==> config.mk <==
export PLATFORM = sky130hd
export DESIGN_NAME = cpfi_arith
export DESIGN_NICKNAME = d
export VERILOG_FILES = /design/src/cpfi_pkg.sv /design/src/cpfi_arith.sv
export SDC_FILE = /design/constraint.sdc
export NUM_CORES = 2
export LEC_CHECK = 0
export ABC_AREA = 1
export BUFFER_PORTS_ARGS = -buffer_cell sky130_fd_sc_hd__buf_2
export CORE_ASPECT_RATIO = 1.2
export CORE_UTILIZATION = 65
export CTS_CLUSTER_SIZE = 24
export DETAILED_ROUTE_END_ITERATION = 10
export MAX_ROUTING_LAYER = met4
export PLACE_DENSITY = 0.84
export SLEW_MARGIN = 10
export SYNTH_ARGS = -nofsm -noshare
export SYNTH_HDL_FRONTEND = slang
export SYNTH_SLANG_ARGS = --single-unit
==> constraint.sdc <==
create_clock -name aclk -period 22.3 [get_ports aclk]
set_input_delay 2.23 -clock aclk [delete_from_list [all_inputs] [get_ports aclk]]
set_output_delay 2.23 -clock aclk [all_outputs]
set_load 0.005 [all_outputs]
==> src/cpfi_pkg.sv <==
`timescale 1ns / 1ps

package cpfi_pkg;

    // Table geometry
    localparam int MAX_POINTS = 256;
    localparam int PIDX_W     = $clog2(MAX_POINTS);
    localparam int CNT_W      = PIDX_W + 1;

    // Field widths
    localparam int FREQ_W  = 32;
    localparam int VAL_W   = 32;
    localparam int NCOMP   = 4;
    localparam int POINT_W = VAL_W * NCOMP;
    localparam int T_W     = 16;
    localparam int PCNT_W  = 9;

    // Configuration port
    localparam int CFG_ADDR_W = 2;
    localparam int CFG_DATA_W = 32;
    localparam logic [CFG_ADDR_W-1:0] CFG_POINT_COUNT  = 2'd0;
    localparam logic [CFG_ADDR_W-1:0] CFG_FREQ_LOW_HZ  = 2'd1;
    localparam logic [CFG_ADDR_W-1:0] CFG_FREQ_HIGH_HZ = 2'd2;

    // Item kinds carried on s_tuser
    localparam logic FUNC_WRITE = 1'b0;
    localparam logic FUNC_QUERY = 1'b1;

    // Serial divider produces one weight bit per step
    localparam int DIV_STEPS = T_W;
    localparam int DIV_CNT_W = $clog2(DIV_STEPS);

    typedef struct packed {
        logic div_load;
        logic div_step;
        logic mul_en;
    } arith_ctl_t;

endpackage

==> src/cpfi_arith.sv <==
`timescale 1ns / 1ps

module cpfi_arith import cpfi_pkg::*; (
    input  logic                    aclk,
    input  arith_ctl_t              ctl,
    input  logic [FREQ_W-1:0]       num_in,
    input  logic [FREQ_W-1:0]       den_in,
    input  logic signed [VAL_W-1:0] a_in,
    input  logic signed [VAL_W-1:0] b_in,
    output logic signed [VAL_W-1:0] lerp_out
);

    localparam int DIFF_W = VAL_W + 1;
    localparam int PROD_W = DIFF_W + T_W + 1;
    localparam int SHR_W  = PROD_W - T_W;
    localparam int SUM_W  = SHR_W + 1;

    logic [FREQ_W-1:0]        rem_reg;
    logic [FREQ_W-1:0]        den_reg;
    logic [T_W-1:0]           quo_reg;
    logic signed [PROD_W-1:0] prod_reg;

    logic [FREQ_W:0]          rem_shl;
    logic                     rem_ge;
    logic [FREQ_W:0]          rem_sub;
    logic signed [DIFF_W-1:0] diff;
    logic signed [SUM_W-1:0]  sum;

    // restoring divide, one quotient bit per step; the remainder never
    // exceeds the divisor, so a full-scale weight comes out as all ones
    assign rem_shl = {rem_reg, 1'b0};
    assign rem_ge  = rem_shl >= {1'b0, den_reg};
    assign rem_sub = rem_shl - {1'b0, den_reg};

    assign diff = DIFF_W'(b_in) - DIFF_W'(a_in);

    always_ff @(posedge aclk) begin
        if (ctl.div_load) begin
            rem_reg <= num_in;
            den_reg <= den_in;
            quo_reg <= '0;
        end else if (ctl.div_step) begin
            rem_reg <= rem_ge ? rem_sub[FREQ_W-1:0] : rem_shl[FREQ_W-1:0];
            quo_reg <= {quo_reg[T_W-2:0], rem_ge};
        end
        if (ctl.mul_en) begin
            prod_reg <= PROD_W'(diff) * PROD_W'($signed({1'b0, quo_reg}));
        end
    end

    // arithmetic shift floors the scaled step toward minus infinity
    assign sum = SUM_W'(a_in) + SUM_W'($signed(prod_reg[PROD_W-1:T_W]));

    always_comb begin
        if (sum > SUM_W'(signed'(32'sh7fffffff))) begin
            lerp_out = 32'sh7fffffff;
        end else if (sum < SUM_W'(signed'(-32'sh80000000))) begin
            lerp_out = -32'sh80000000;
        end else begin
            lerp_out = sum[VAL_W-1:0];
        end
    end

endmodule

==> flow_metrics.tcl <==
set metrics [dict create \
    status "completed" \
    avgSynthCellArea_um2 7.42 \
    skew_ps 14.7 \
    synth-edff-count 98 \
    final.period_utilization_pct 44.9 \
    io_pins 164 \
    reg2reg_slack_ps 14990 \
    final_util_pct 69.9 \
    tns_ps 0 \
    worst-path-buf-inv 8 \
    port_buffers 163 \
    path_class "in2reg" \
    routed_wirelength_mm 105 \
    hp-class "reg2reg" \
    postCtsSetupRepairBufs 0 \
    cp_slowest_cell "fa_1" \
    synthesis.nets 4929 \
    end_kind "flip-flop" \
    largest_reg_flops 34 \
    via_count 28355 \
    worst_skew_pair.late_latency_ps 490 \
    critical_path.max_fanout 9 \
    synth_top_area_share_pct 33.4 \
    cp-start-kind "primary input" \
    dr.first_iter.drc_count 2665 \
    synthTopCellsByArea "fa_1, inv_1, nand2_1" \
    initial_core_util_pct 65.8 \
    clk_path_buf_depth 2 \
    fmax_ghz 0.0998 \
    die_height_um 238 \
    clock-sinks 114 \
    die_x_um 199 \
    final_cells 4807 \
    syn-cell-area_um2 30200 \
    period_minus_slack_ps 10020 \
    layout-drive-gt1-share_pct 7.03 \
    power.total_mw 1.41 \
    critPathArrivalTime_ps 10250 \
    overflow 0 \
    rsz0062_at_grt "no" \
    fill_cells 3943 \
    grt_pass1_vias 28531 \
    viasPerCell 5.90 \
    dp.cells 4767 \
    dp_slack_ps 11880 \
    synthArstFlopShare_pct 0 \
    core_um2 45900 \
    netlist_instances 4078 \
    syn2layout_area_growth_pct 6.19 \
    grt_max_degree 65 \
    finalSetupViolCount 0 \
    finalWeightedCongestion 1.13 \
    cts.clk_slew.worst_paths_ps 70 \
    cts_inserted_buffers 17 \
    drc 0 \
    antenna_found_initial 4 \
    seq_area_frac_synth_pct 10.8 \
    cts_resized 0 \
    p_leak_nw 16.9 \
    cts_tree "built" \
    dp.final_hpwl_mm 86.7 \
    tightestPinTransition_ps 1230 \
    synth_seq_cells 114 \
    slew_headroom_pct 17.5 \
    yosysWarnings 0 \
    synthFlopType "edfxtp_1" \
    drv_cap 0 \
    synth_cell_types 52 \
    postRouteAntennaNets 0 \
    hold_viol_final 0 \
    grt_pass1_wl_mm 158 \
    grt.total_usage_pct 46.8 \
    layout.nets 5021 \
    power.density_nw_per_um2 43.8 \
    fin_ws_ps 12280 \
    peakVddDrop_mv 0.0597 \
    yosysTopAreaCell "fa_1" \
    slew_violations 0 \
    cpLargestDelayFamily "adder cells" \
    wl_per_cell_um 21.8 \
    core.rowCount 86 \
    cpPeakStageDelay_ps 560 \
    drtPass1Iterations 7 \
    root_buffer "clkbuf_16" \
    cts.htree.levels 4 \
    hold_buffers 0 \
    crit_required_ps 22530 \
    die_area_um2 47400 \
]
[through the flow]
step,cell area (µm²),hold slack (ps)
finish,32100,669
global route,32100,690
CTS,32100,669
detailed placement,31500,649
global placement,31500,641
floorplan,30200,522
[placed cells by master (no fill, tap or decap), types with 31 or more instances in the layout]
master	Yosys	final
o21ai_0	90	90
fa_1	504	504
nor2_1	399	398
buf_2	37	163
ha_1	215	215
edfxtp_1	98	98
nand3b_1	33	33
a21oi_1	153	153
inv_1	964	964
xnor2_1	32	31
nand2_1	870	870
xor2_1	45	45
nand3_1	295	295
[worst paths after layout]
kind                             startpoint           end  depth (start not counted)
worst min register to register  rem_reg[25]   rem_reg[26]                          3
worst max register to register  quo_reg[13]  prod_reg[42]                         22
worst max-delay path                b_in[0]  prod_reg[42]                         36
worst min-delay path            rem_reg[25]   rem_reg[26]                          3
[tightest hold or removal path, stage by stage (launching register included)]
cell and delay, ps:
edfxtp_1 340, nand3b_1 100, nand3_1 60, nand2_1 60
[power by group]
| part | switching (mW) | internal [mW] |
|---|---|---|
| combinational | 0.551 | 0.260 |
| clock | 0.133 | 0.179 |
| sequential | 0.0147 | 0.271 |
| total | 0.699 | 0.709 |
[final cells by class]
class / count / area [µm²] / area share [%]
tap: 616 / 771 / 2.40
clock buffer: 17 / 425 / 1.32
clock inverter: 15 / 195 / 0.608
antenna: 8 / 20.0 / 0.0623
timing repair buffer: 186 / 988 / 3.08
sequential: 114 / 3260 / 10.2
inverter: 979 / 3670 / 11.4
multi-input combinational: 2872 / 22800 / 70.9
[cells by family after synthesis]
group / count (synthesis) / synth area share, %
and+or+nand+nor: 1726 / 24.1
buffers and inverters: 1092 / 13.9
adders and majority gates: 719 / 42.3
AOI/OAI and AO/OA: 349 / 6.64
DFF: 114 / 10.8
xor gates and xnor gates: 78 / 2.28
[layer usage]
metal	vias up	GRT usage [%]	wire length (µm)
met2	1832	74.8	49300
met1	13291	49.5	34800
met4	0	40.3	11200
li1	12553	-	-
met3	679	9.23	9520
met5	-	-	0
[synth_stat cells, types with 7 or more instances]
master / count
nand2_1: 870
nand3_1: 295
edfxtp_1: 98
nand3b_1: 33
nand4_1: 22
ha_1: 215
a21oi_1: 153
fa_1: 504
and3_1: 9
or2_2: 20
clkinv_1: 9
o21ai_2: 7
o22ai_1: 15
nor3_1: 28
a21boi_0: 11
o21ai_0: 90
inv_1: 964
xor2_1: 45
dfxtp_1: 16
xnor2_1: 32
nor2_1: 399
clkbuf_1: 65
nand2_2: 22
or2_1: 13
a21o_1: 11
o21bai_1: 23
buf_6: 8
buf_2: 37
a31oi_1: 9
No activity file was read; power rests on OpenSTA's default activity.
